--- src/design/htk_pkg.sv ---
`default_nettype none

package htk_pkg;

   localparam int QueueDepth = 2;
   localparam int NumMethods = 9;

   localparam logic [3:0] CODE_NONE = 4'd9;

   typedef enum logic [2:0] {
      KIND_METHOD = 3'd0,
      KIND_URI    = 3'd1,
      KIND_NAME   = 3'd2,
      KIND_VALUE  = 3'd3,
      KIND_DROP   = 3'd4
   } kind_type;

   typedef enum logic [2:0] {
      PH_METHOD   = 3'd0,
      PH_URI      = 3'd1,
      PH_LINE_END = 3'd2,
      PH_NAME     = 3'd3,
      PH_VALUE    = 3'd4,
      PH_STOPPED  = 3'd5
   } phase_type;

   // classified request byte
   typedef struct packed {
      logic [7:0] data;
      logic       start;
      logic       is_nul;
      logic       is_space;
      logic       is_cr;
      logic       is_lf;
      logic       is_colon;
   } item_type;

   typedef struct packed {
      logic [7:0] data;
      kind_type   kind;
      logic       field_end;
      logic [3:0] method_code;
      logic       parse_error;
   } result_type;

   // GET HEAD POST PUT DELETE CONNECT OPTIONS TRACE PATCH, zero padded
   localparam logic [7:0] METHOD_CHARS [NumMethods][8] = '{
      '{"G", "E", "T", 8'h00, 8'h00, 8'h00, 8'h00, 8'h00},
      '{"H", "E", "A", "D", 8'h00, 8'h00, 8'h00, 8'h00},
      '{"P", "O", "S", "T", 8'h00, 8'h00, 8'h00, 8'h00},
      '{"P", "U", "T", 8'h00, 8'h00, 8'h00, 8'h00, 8'h00},
      '{"D", "E", "L", "E", "T", "E", 8'h00, 8'h00},
      '{"C", "O", "N", "N", "E", "C", "T", 8'h00},
      '{"O", "P", "T", "I", "O", "N", "S", 8'h00},
      '{"T", "R", "A", "C", "E", 8'h00, 8'h00, 8'h00},
      '{"P", "A", "T", "C", "H", 8'h00, 8'h00, 8'h00}
   };

   localparam logic [2:0] METHOD_LENS [NumMethods] = '{
      3'd3, 3'd4, 3'd4, 3'd3, 3'd6, 3'd7, 3'd7, 3'd5, 3'd5
   };

   function automatic logic [NumMethods-1:0] method_keep(input logic [3:0] count,
                                                          input logic [7:0] b);
      logic [NumMethods-1:0] keep;
      keep = '0;
      for (int i = 0; i < NumMethods; i++) begin
         keep[i] = (count < {1'b0, METHOD_LENS[i]}) && (METHOD_CHARS[i][count[2:0]] == b);
      end
      return keep;
   endfunction

   // lowest matching index wins
   function automatic logic [3:0] method_finish(input logic [NumMethods-1:0] mask,
                                                input logic [3:0] count);
      logic [3:0] code;
      code = CODE_NONE;
      for (int i = NumMethods - 1; i >= 0; i--) begin
         if (mask[i] && (count == {1'b0, METHOD_LENS[i]})) begin
            code = 4'(i);
         end
      end
      return code;
   endfunction

endpackage

`default_nettype wire

--- src/design/htk_front.sv ---
`default_nettype none

module htk_front (
   input  wire logic              req_valid,
   output logic                   req_stall,
   input  wire logic [7:0]        req_data_byte,
   input  wire logic              req_start_of_request,
   input  wire logic              queue_full,
   output logic                   push,
   output htk_pkg::item_type      push_item
);

   assign req_stall = queue_full;
   assign push      = req_valid && !queue_full;

   always_comb begin
      push_item.data     = req_data_byte;
      push_item.start    = req_start_of_request;
      push_item.is_nul   = (req_data_byte == 8'h00);
      push_item.is_space = (req_data_byte == " ");
      push_item.is_cr    = (req_data_byte == 8'h0d);
      push_item.is_lf    = (req_data_byte == 8'h0a);
      push_item.is_colon = (req_data_byte == ":");
   end

endmodule

`default_nettype wire

--- src/design/htk_queue.sv ---
`default_nettype none

module htk_queue #(
   parameter int Depth = htk_pkg::QueueDepth
) (
   input  wire logic              clock,
   input  wire logic              reset,
   input  wire logic              push,
   input  wire htk_pkg::item_type push_item,
   output logic                   full,
   input  wire logic              pop,
   output logic                   empty,
   output htk_pkg::item_type      pop_item
);

   localparam int IdxW = (Depth > 1) ? $clog2(Depth) : 1;
   localparam int CntW = $clog2(Depth + 1);

   htk_pkg::item_type entries_ff [Depth];
   logic [IdxW-1:0]   wr_ptr_ff, wr_ptr_in;
   logic [IdxW-1:0]   rd_ptr_ff, rd_ptr_in;
   logic [CntW-1:0]   count_ff, count_in;

   assign full     = (count_ff == CntW'(Depth));
   assign empty    = (count_ff == '0);
   assign pop_item = entries_ff[rd_ptr_ff];

   always_comb begin
      wr_ptr_in = wr_ptr_ff;
      rd_ptr_in = rd_ptr_ff;
      count_in  = count_ff;
      if (push) begin
         wr_ptr_in = (wr_ptr_ff == IdxW'(Depth - 1)) ? '0 : wr_ptr_ff + 1'b1;
      end
      if (pop) begin
         rd_ptr_in = (rd_ptr_ff == IdxW'(Depth - 1)) ? '0 : rd_ptr_ff + 1'b1;
      end
      if (push && !pop) begin
         count_in = count_ff + 1'b1;
      end else if (pop && !push) begin
         count_in = count_ff - 1'b1;
      end
   end

   always_ff @(posedge clock) begin
      if (reset) begin
         wr_ptr_ff <= '0;
         rd_ptr_ff <= '0;
         count_ff  <= '0;
      end else begin
         wr_ptr_ff <= wr_ptr_in;
         rd_ptr_ff <= rd_ptr_in;
         count_ff  <= count_in;
      end
   end

   always_ff @(posedge clock) begin
      if (push) begin
         entries_ff[wr_ptr_ff] <= push_item;
      end
   end

   a_no_overflow: assert property (@(posedge clock) disable iff (reset)
      full |-> !push)
      else $error("push into full queue");

   a_no_underflow: assert property (@(posedge clock) disable iff (reset)
      empty |-> !pop)
      else $error("pop from empty queue");

   a_count_range: assert property (@(posedge clock) disable iff (reset)
      count_ff <= CntW'(Depth))
      else $error("queue count out of range");

endmodule

`default_nettype wire

--- src/design/htk_back.sv ---
`default_nettype none

module htk_back (
   input  wire logic              clock,
   input  wire logic              reset,
   input  wire logic              queue_empty,
   input  wire htk_pkg::item_type pop_item,
   output logic                   pop,
   output logic                   rsp_valid,
   input  wire logic              rsp_stall,
   output logic [7:0]             rsp_data_out,
   output logic [2:0]             rsp_byte_kind,
   output logic                   rsp_field_end,
   output logic [3:0]             rsp_method_code,
   output logic                   rsp_parse_error
);

   localparam int NM = htk_pkg::NumMethods;

   htk_pkg::phase_type  phase_ff, phase_in, phase_cur;
   logic [NM-1:0]       mask_ff, mask_in, mask_cur;
   logic [3:0]          count_ff, count_in, count_cur;
   logic                started_ff, started_in, started_cur;
   logic                after_cr_ff, after_cr_in, after_cr_cur;
   logic [3:0]          code_fin;
   htk_pkg::result_type res_ff, res_in;
   logic                out_valid_ff, out_valid_in;

   assign pop = !queue_empty && (!out_valid_ff || !rsp_stall);

   // start flag clears everything before the byte is taken
   always_comb begin
      if (pop_item.start) begin
         phase_cur    = htk_pkg::PH_METHOD;
         mask_cur     = '1;
         count_cur    = '0;
         started_cur  = 1'b0;
         after_cr_cur = 1'b0;
      end else begin
         phase_cur    = phase_ff;
         mask_cur     = mask_ff;
         count_cur    = count_ff;
         started_cur  = started_ff;
         after_cr_cur = after_cr_ff;
      end
   end

   assign code_fin = htk_pkg::method_finish(mask_cur, count_cur);

   always_comb begin
      phase_in    = phase_ff;
      mask_in     = mask_ff;
      count_in    = count_ff;
      started_in  = started_ff;
      after_cr_in = after_cr_ff;

      res_in.data        = pop_item.data;
      res_in.kind        = htk_pkg::KIND_DROP;
      res_in.field_end   = 1'b0;
      res_in.method_code = htk_pkg::CODE_NONE;
      res_in.parse_error = 1'b0;

      if (pop) begin
         phase_in    = phase_cur;
         mask_in     = mask_cur;
         count_in    = count_cur;
         started_in  = started_cur;
         after_cr_in = after_cr_cur;

         if (pop_item.is_nul && (phase_cur != htk_pkg::PH_STOPPED)) begin
            phase_in = htk_pkg::PH_STOPPED;
         end else begin
            unique case (phase_cur)
               htk_pkg::PH_METHOD: begin
                  if (pop_item.is_space) begin
                     res_in.field_end   = 1'b1;
                     res_in.method_code = code_fin;
                     if (code_fin == htk_pkg::CODE_NONE) begin
                        res_in.parse_error = 1'b1;
                        phase_in           = htk_pkg::PH_STOPPED;
                     end else begin
                        phase_in = htk_pkg::PH_URI;
                     end
                  end else begin
                     res_in.kind = htk_pkg::KIND_METHOD;
                     mask_in     = mask_cur & htk_pkg::method_keep(count_cur, pop_item.data);
                     count_in    = (count_cur == 4'hf) ? count_cur : count_cur + 4'd1;
                  end
               end
               htk_pkg::PH_URI: begin
                  if (pop_item.is_space) begin
                     res_in.field_end = 1'b1;
                     phase_in         = htk_pkg::PH_LINE_END;
                  end else begin
                     res_in.kind = htk_pkg::KIND_URI;
                  end
               end
               htk_pkg::PH_LINE_END: begin
                  if (pop_item.is_lf) begin
                     phase_in = htk_pkg::PH_NAME;
                  end
               end
               htk_pkg::PH_NAME: begin
                  if (after_cr_cur && pop_item.is_lf) begin
                     res_in.kind = htk_pkg::KIND_DROP;
                  end else if (pop_item.is_colon) begin
                     phase_in   = htk_pkg::PH_VALUE;
                     started_in = 1'b0;
                  end else begin
                     res_in.kind = htk_pkg::KIND_NAME;
                  end
                  after_cr_in = 1'b0;
               end
               htk_pkg::PH_VALUE: begin
                  if (pop_item.is_cr || pop_item.is_lf) begin
                     res_in.field_end = 1'b1;
                     after_cr_in      = pop_item.is_cr;
                     started_in       = 1'b0;
                     phase_in         = htk_pkg::PH_NAME;
                  end else if (!pop_item.is_space || started_cur) begin
                     res_in.kind = htk_pkg::KIND_VALUE;
                     started_in  = 1'b1;
                  end
               end
               default: begin
                  res_in.kind = htk_pkg::KIND_DROP;
               end
            endcase
         end
      end
   end

   assign out_valid_in = pop || (out_valid_ff && rsp_stall);

   always_ff @(posedge clock) begin
      if (reset) begin
         phase_ff     <= htk_pkg::PH_METHOD;
         mask_ff      <= '1;
         count_ff     <= '0;
         started_ff   <= 1'b0;
         after_cr_ff  <= 1'b0;
         out_valid_ff <= 1'b0;
      end else begin
         phase_ff     <= phase_in;
         mask_ff      <= mask_in;
         count_ff     <= count_in;
         started_ff   <= started_in;
         after_cr_ff  <= after_cr_in;
         out_valid_ff <= out_valid_in;
      end
   end

   always_ff @(posedge clock) begin
      if (pop) begin
         res_ff <= res_in;
      end
   end

   assign rsp_valid       = out_valid_ff;
   assign rsp_data_out    = res_ff.data;
   assign rsp_byte_kind   = res_ff.kind;
   assign rsp_field_end   = res_ff.field_end;
   assign rsp_method_code = res_ff.method_code;
   assign rsp_parse_error = res_ff.parse_error;

   a_error_closes_method: assert property (@(posedge clock) disable iff (reset)
      rsp_valid && rsp_parse_error |->
         rsp_field_end && (rsp_method_code == htk_pkg::CODE_NONE))
      else $error("parse error without method close");

   a_code_on_space: assert property (@(posedge clock) disable iff (reset)
      rsp_valid && (rsp_method_code != htk_pkg::CODE_NONE) |->
         rsp_field_end && (rsp_data_out == " ") && (rsp_byte_kind == htk_pkg::KIND_DROP))
      else $error("method code off the closing space");

   a_stopped_drops: assert property (@(posedge clock) disable iff (reset)
      pop && !pop_item.start && (phase_ff == htk_pkg::PH_STOPPED) |=>
         rsp_valid && (rsp_byte_kind == htk_pkg::KIND_DROP) && !rsp_field_end)
      else $error("stopped parser tagged a byte");

endmodule

`default_nettype wire

--- src/design/http_request_head_tokenizer.sv ---
`default_nettype none

// channel  direction  handshake          payload
// req      in         req_valid/stall    data_byte, start_of_request
// rsp      out        rsp_valid/stall    data_out, byte_kind, field_end, method_code,
//                                        parse_error
//
// one request in and one out per clock when the output side does not stall
// each byte passes through the queue and then into the output register
// the parser state update in the back end is the single-cycle loop that sets the rate
// synchronous reset returns the parser to the method phase and empties the queue
// output stalls fill the queue, after which req_stall rises

module http_request_head_tokenizer #(
   parameter int QueueDepth = htk_pkg::QueueDepth
) (
   input  wire logic       clock,
   input  wire logic       reset,
   input  wire logic       req_valid,
   output logic            req_stall,
   input  wire logic [7:0] req_data_byte,
   input  wire logic       req_start_of_request,
   output logic            rsp_valid,
   input  wire logic       rsp_stall,
   output logic [7:0]      rsp_data_out,
   output logic [2:0]      rsp_byte_kind,
   output logic            rsp_field_end,
   output logic [3:0]      rsp_method_code,
   output logic            rsp_parse_error
);

   htk_pkg::item_type push_item;
   htk_pkg::item_type pop_item;
   logic              push;
   logic              pop;
   logic              queue_full;
   logic              queue_empty;

   htk_front u_front (
      .req_valid            (req_valid),
      .req_stall            (req_stall),
      .req_data_byte        (req_data_byte),
      .req_start_of_request (req_start_of_request),
      .queue_full           (queue_full),
      .push                 (push),
      .push_item            (push_item)
   );

   htk_queue #(
      .Depth (QueueDepth)
   ) u_queue (
      .clock     (clock),
      .reset     (reset),
      .push      (push),
      .push_item (push_item),
      .full      (queue_full),
      .pop       (pop),
      .empty     (queue_empty),
      .pop_item  (pop_item)
   );

   htk_back u_back (
      .clock           (clock),
      .reset           (reset),
      .queue_empty     (queue_empty),
      .pop_item        (pop_item),
      .pop             (pop),
      .rsp_valid       (rsp_valid),
      .rsp_stall       (rsp_stall),
      .rsp_data_out    (rsp_data_out),
      .rsp_byte_kind   (rsp_byte_kind),
      .rsp_field_end   (rsp_field_end),
      .rsp_method_code (rsp_method_code),
      .rsp_parse_error (rsp_parse_error)
   );

endmodule

`default_nettype wire

--- config.mk ---
export PLATFORM = sky130hd
export DESIGN_NAME = http_request_head_tokenizer
export DESIGN_NICKNAME = d
export VERILOG_FILES = /design/src/design/htk_pkg.sv /design/src/design/htk_front.sv /design/src/design/htk_queue.sv /design/src/design/htk_back.sv /design/src/design/http_request_head_tokenizer.sv
export SDC_FILE = /design/constraint.sdc
export NUM_CORES = 1
export LEC_CHECK = 0
export ABC_AREA = 1
export BUFFER_PORTS_ARGS = -buffer_cell sky130_fd_sc_hd__buf_2
export CAP_MARGIN = 20
export CORE_AREA = 4 4 94 96
export CTS_BUF_LIST = sky130_fd_sc_hd__clkbuf_4
export CTS_CLUSTER_DIAMETER = 120
export CTS_CLUSTER_SIZE = 12
export DETAILED_ROUTE_END_ITERATION = 7
export DIE_AREA = 0 0 98 100
export PLACE_DENSITY_LB_ADDON = 0.1
export SYNTH_ARGS = -nofsm -noshare
export SYNTH_HDL_FRONTEND = slang
export SYNTH_HIERARCHICAL = 1
export SYNTH_SLANG_ARGS = --single-unit
--- constraint.sdc ---
create_clock -name clock -period 2.8 [get_ports clock]
set_input_delay 0.14 -clock clock [delete_from_list [all_inputs] [get_ports clock]]
set_output_delay 0.14 -clock clock [all_outputs]
set_load 0.005 [all_outputs]
==> flow_summary.toml <==
[finish]
fin_area_mm2 = 0.004674
drive_gt1_share_pct = 18.63
area_growth_pct = 9.721
diodes = 0
fin_cells = 674
n_fill_cell = 772
layout.nets = 586

[critical_path]
cp-end-kind = "flip-flop"
arrival_ns = 2.72
cp_cell_sequence = "mux2_2, inv_2, nand2_1, ha_1, inv_1, nor2_2, nand3_1, nand2_1, nor2_1, nand2_2, nor2_2, nand3_2, nor2_1"
ff2ff_path_depth = 13
worstPathRequired_ns = 2.99
crit_type = "reg2reg"
slowest_stage = "mux2_2"
cp-start-kind = "flip-flop"
slowest_delay_ns = 0.41
path_max_fanout = 14

[placed_design]
pre_cts_slack_ns = 0.3198
dp.cells = 648
gp_congestion = 0.9661
placed_area_mm2 = 0.004444
numPortBuffers = 31
dp_hpwl_mm = 7.612

[synthesis]
synth_area_per_cell_um2 = 8.069
yosys_warnings = 6
syn_inst = 528
synth_fp_nets = 550
ys.flop_type = "edfxtp_1"
ys_seq_elements = 69
synth_seq_area_share_pct = 43.00
syn_area_mm2 = 0.004260
async_flop_share_pct = 0
synth_cell_type_count = 40
synth_edf_count = 45

[detailed_routing]
drc_errors = 0
dr_total_vias = 3667
ant_nets = 0
wire_per_inst_um = 15.52
routed_wl_mm = 10.46
drt_iter0_markers = 273
viasPerCell = 5.441
dr.pass1.iters = 5

[worst_hold_path]
hold_depth = 2
hold_class = "in2reg"

[floorplan]
top_level_ports = 32
chipHeight_um = 100
dieArea_mm2 = 0.009800
start_util_pct = 52.91
core_area_mm2 = 0.008051
num_rows = 33
die_w_um = 98

[pwr]
power_density_mw_per_mm2 = 1035
power_leakage_nw = 2.015
peakVddDrop_v = 0.0005171

[grt]
antenna_found_initial = 0
grt-ovfl-total = 0
grt_first_pass_wirelength_mm = 17.13
grt_usage_pct = 22.23
grt_pass1_vias = 3524
grt_max_degree = 22

[sta]
relSlewSlack_pct = 57.92
clock_skew_ns = 0.01782
hold_viol = 0
max_freq_ghz = 0.3953
layout_min_cycle_time_ns = 2.529
finalSetupViolCount = 0
min_period_over_period_pct = 90.34
tightestPinTransition_ns = 0.6298
hold_slack_ns = 0.09935
fin_ws_ns = 0.2706
rsz0062_at_grt = "no"
tns_ns = 0
final-max-slew-violation-count = 0

[clocking]
clk_path_buf_depth = 2
cts_setup_buffers = 0
insertion_delay_ns = 0.42
numCtsBuffers = 9
clk_pin_slew_ns = 0.14
cts_tree = "built"
cts_resized = 0
clock-sinks = 69
cts_root_buf = "clkbuf_4"
h-tree-depth = 3

[status]
status = "completed"

[flow_run]
drv_cap = 0
cell families (layout without fill, tap and decap cells):
kind of cell	after synthesis	count (layout)	share of synthesized area, %
adder cells (fa/ha/maj)	9	9	2.643
AND/OR/NAND/NOR	266	266	29.40
buffers and inverters	83	124	9.192
flip-flops	69	69	43.00
XOR/XNOR	13	13	2.673
multiplexers	14	14	3.700
AO/OA/AOI/OAI	74	74	9.398
through the flow:
stage / power, mW / utilization (%)
detailed placement: 4.210 / 55.20
global route: 5.263 / 58.06
floorplan: 3.554 / -
global placement: 4.165 / 55.20
finish: 4.837 / 58.06
CTS: 4.850 / 58.06
where the power goes:
part	leakage [nW]	internal (mW)	total, mW	switching, mW
clock network	0.0694	0.201	0.616	0.416
registers	0.622	1.47	1.63	0.165
logic	1.32	0.882	2.59	1.70
total	2.02	2.55	4.84	2.28
metal layers:
| layer | track usage, % | vias up | wire length, µm |
|---|---|---|---|
| li1 | - | 1822 | - |
| met1 | 28.24 | 1706 | 4527 |
| met2 | 37.23 | 117 | 5076 |
| met3 | 4.378 | 22 | 570 |
| met4 | 9.265 | 0 | 287 |
| met5 | 0 | - | 0 |
Yosys cell counts (all sizes together), types with 2 or more instances:
| cell type | n | share of area [%] |
|---|---|---|
| a21oi | 32 | 3.9 |
| a31oi | 4 | 0.59 |
| buf | 19 | 3.6 |
| clkbuf | 4 | 0.35 |
| clkinv | 3 | 0.26 |
| dfxtp | 24 | 11 |
| edfxtp | 45 | 32 |
| ha | 9 | 2.6 |
| inv | 57 | 5.0 |
| mux2 | 14 | 3.7 |
| nand2 | 123 | 12 |
| nand3 | 46 | 6.2 |
| nand4 | 7 | 1.0 |
| nor2 | 65 | 6.8 |
| nor3 | 15 | 2.0 |
| o211ai | 3 | 0.53 |
| o21ai | 31 | 3.6 |
| or2 | 7 | 1.0 |
| xnor2 | 2 | 0.41 |
| xor2 | 11 | 2.3 |
cell usage in the layout (no fill, tap or decap), types with 2 or more instances in the layout:
cell type,Yosys,final
a21oi_1,30,29
inv_6,0,3
edfxtp_1,45,45
nor2_1,55,55
mux2_2,14,14
nand3_2,4,4
clkinv_4,0,2
a21oi_2,2,2
o21ai_1,10,10
or2_1,6,6
inv_2,5,5
nor3_1,13,13
nand2_4,3,3
buf_2,4,31
nand2_1,113,113
nand2_2,7,7
dlygate4sd3_1,0,10
dfxtp_1,24,24
nand4_1,7,7
xor2_1,11,11
nor2_4,4,4
ha_1,9,9
clkbuf_4,0,9
nand3_1,41,41
clkinv_1,3,3
nor3_2,2,2
xnor2_1,2,2
o21ai_0,21,21
a31oi_1,4,4
buf_4,10,7
inv_1,52,52
o211ai_1,3,3
nor2_2,6,6
sequential cells by signal, summed over array words and instances (netlist names), named ones only:
register and cells:
u_back/count_ff 4, u_back/rsp_valid 1, u_back/mask_ff 9, u_back/phase_ff 3, u_back/rsp_byte_kind 3, u_back/rsp_field_end 1
u_back/after_cr_ff 1, u_back/rsp_method_code 4, u_queue/rd_ptr_ff 1, u_back/rsp_parse_error 1, u_queue/wr_ptr_ff 1, u_queue/count_ff 2
u_queue/entries_ff 28, u_back/started_ff 1, u_back/rsp_data_out 8
worst max-delay path, delay by kind of cell (launching register included):
kind	cells	cell delay, ns
buf+inv	2	0.18
fa+ha+maj	1	0.27
simple gates	9	1.07
flops	1	0.34
mux	1	0.41
final timing paths:
kind	from	to	slack [ns]
max	flip-flop	u_back/rsp_parse_error	0.27
min	reset	flip-flop	0.1
max reg2reg	flip-flop	u_back/rsp_parse_error	0.27
min reg2reg	u_back/mask_ff[8]	u_back/mask_ff[8]	0.48
layout make-up:
cell class	count	area (µm²)	area share (%)
clock buffer	9	67.56	1.445
clock inverter	7	62.56	1.338
inverter	60	225.2	4.818
multi-input combinational	376	2048	43.82
sequential	69	1832	39.19
tap	105	131.4	2.810
timing repair buffer	48	307.8	6.585
timing repair:
| item | CTS | global route |
|---|---|---|
| hold buffers | 10 | 0 |
| endpoints found under the hold margin | 19 | 0 |
| setup endpoints to repair | 0 | 0 |
(Power assumes the default switching activity.)
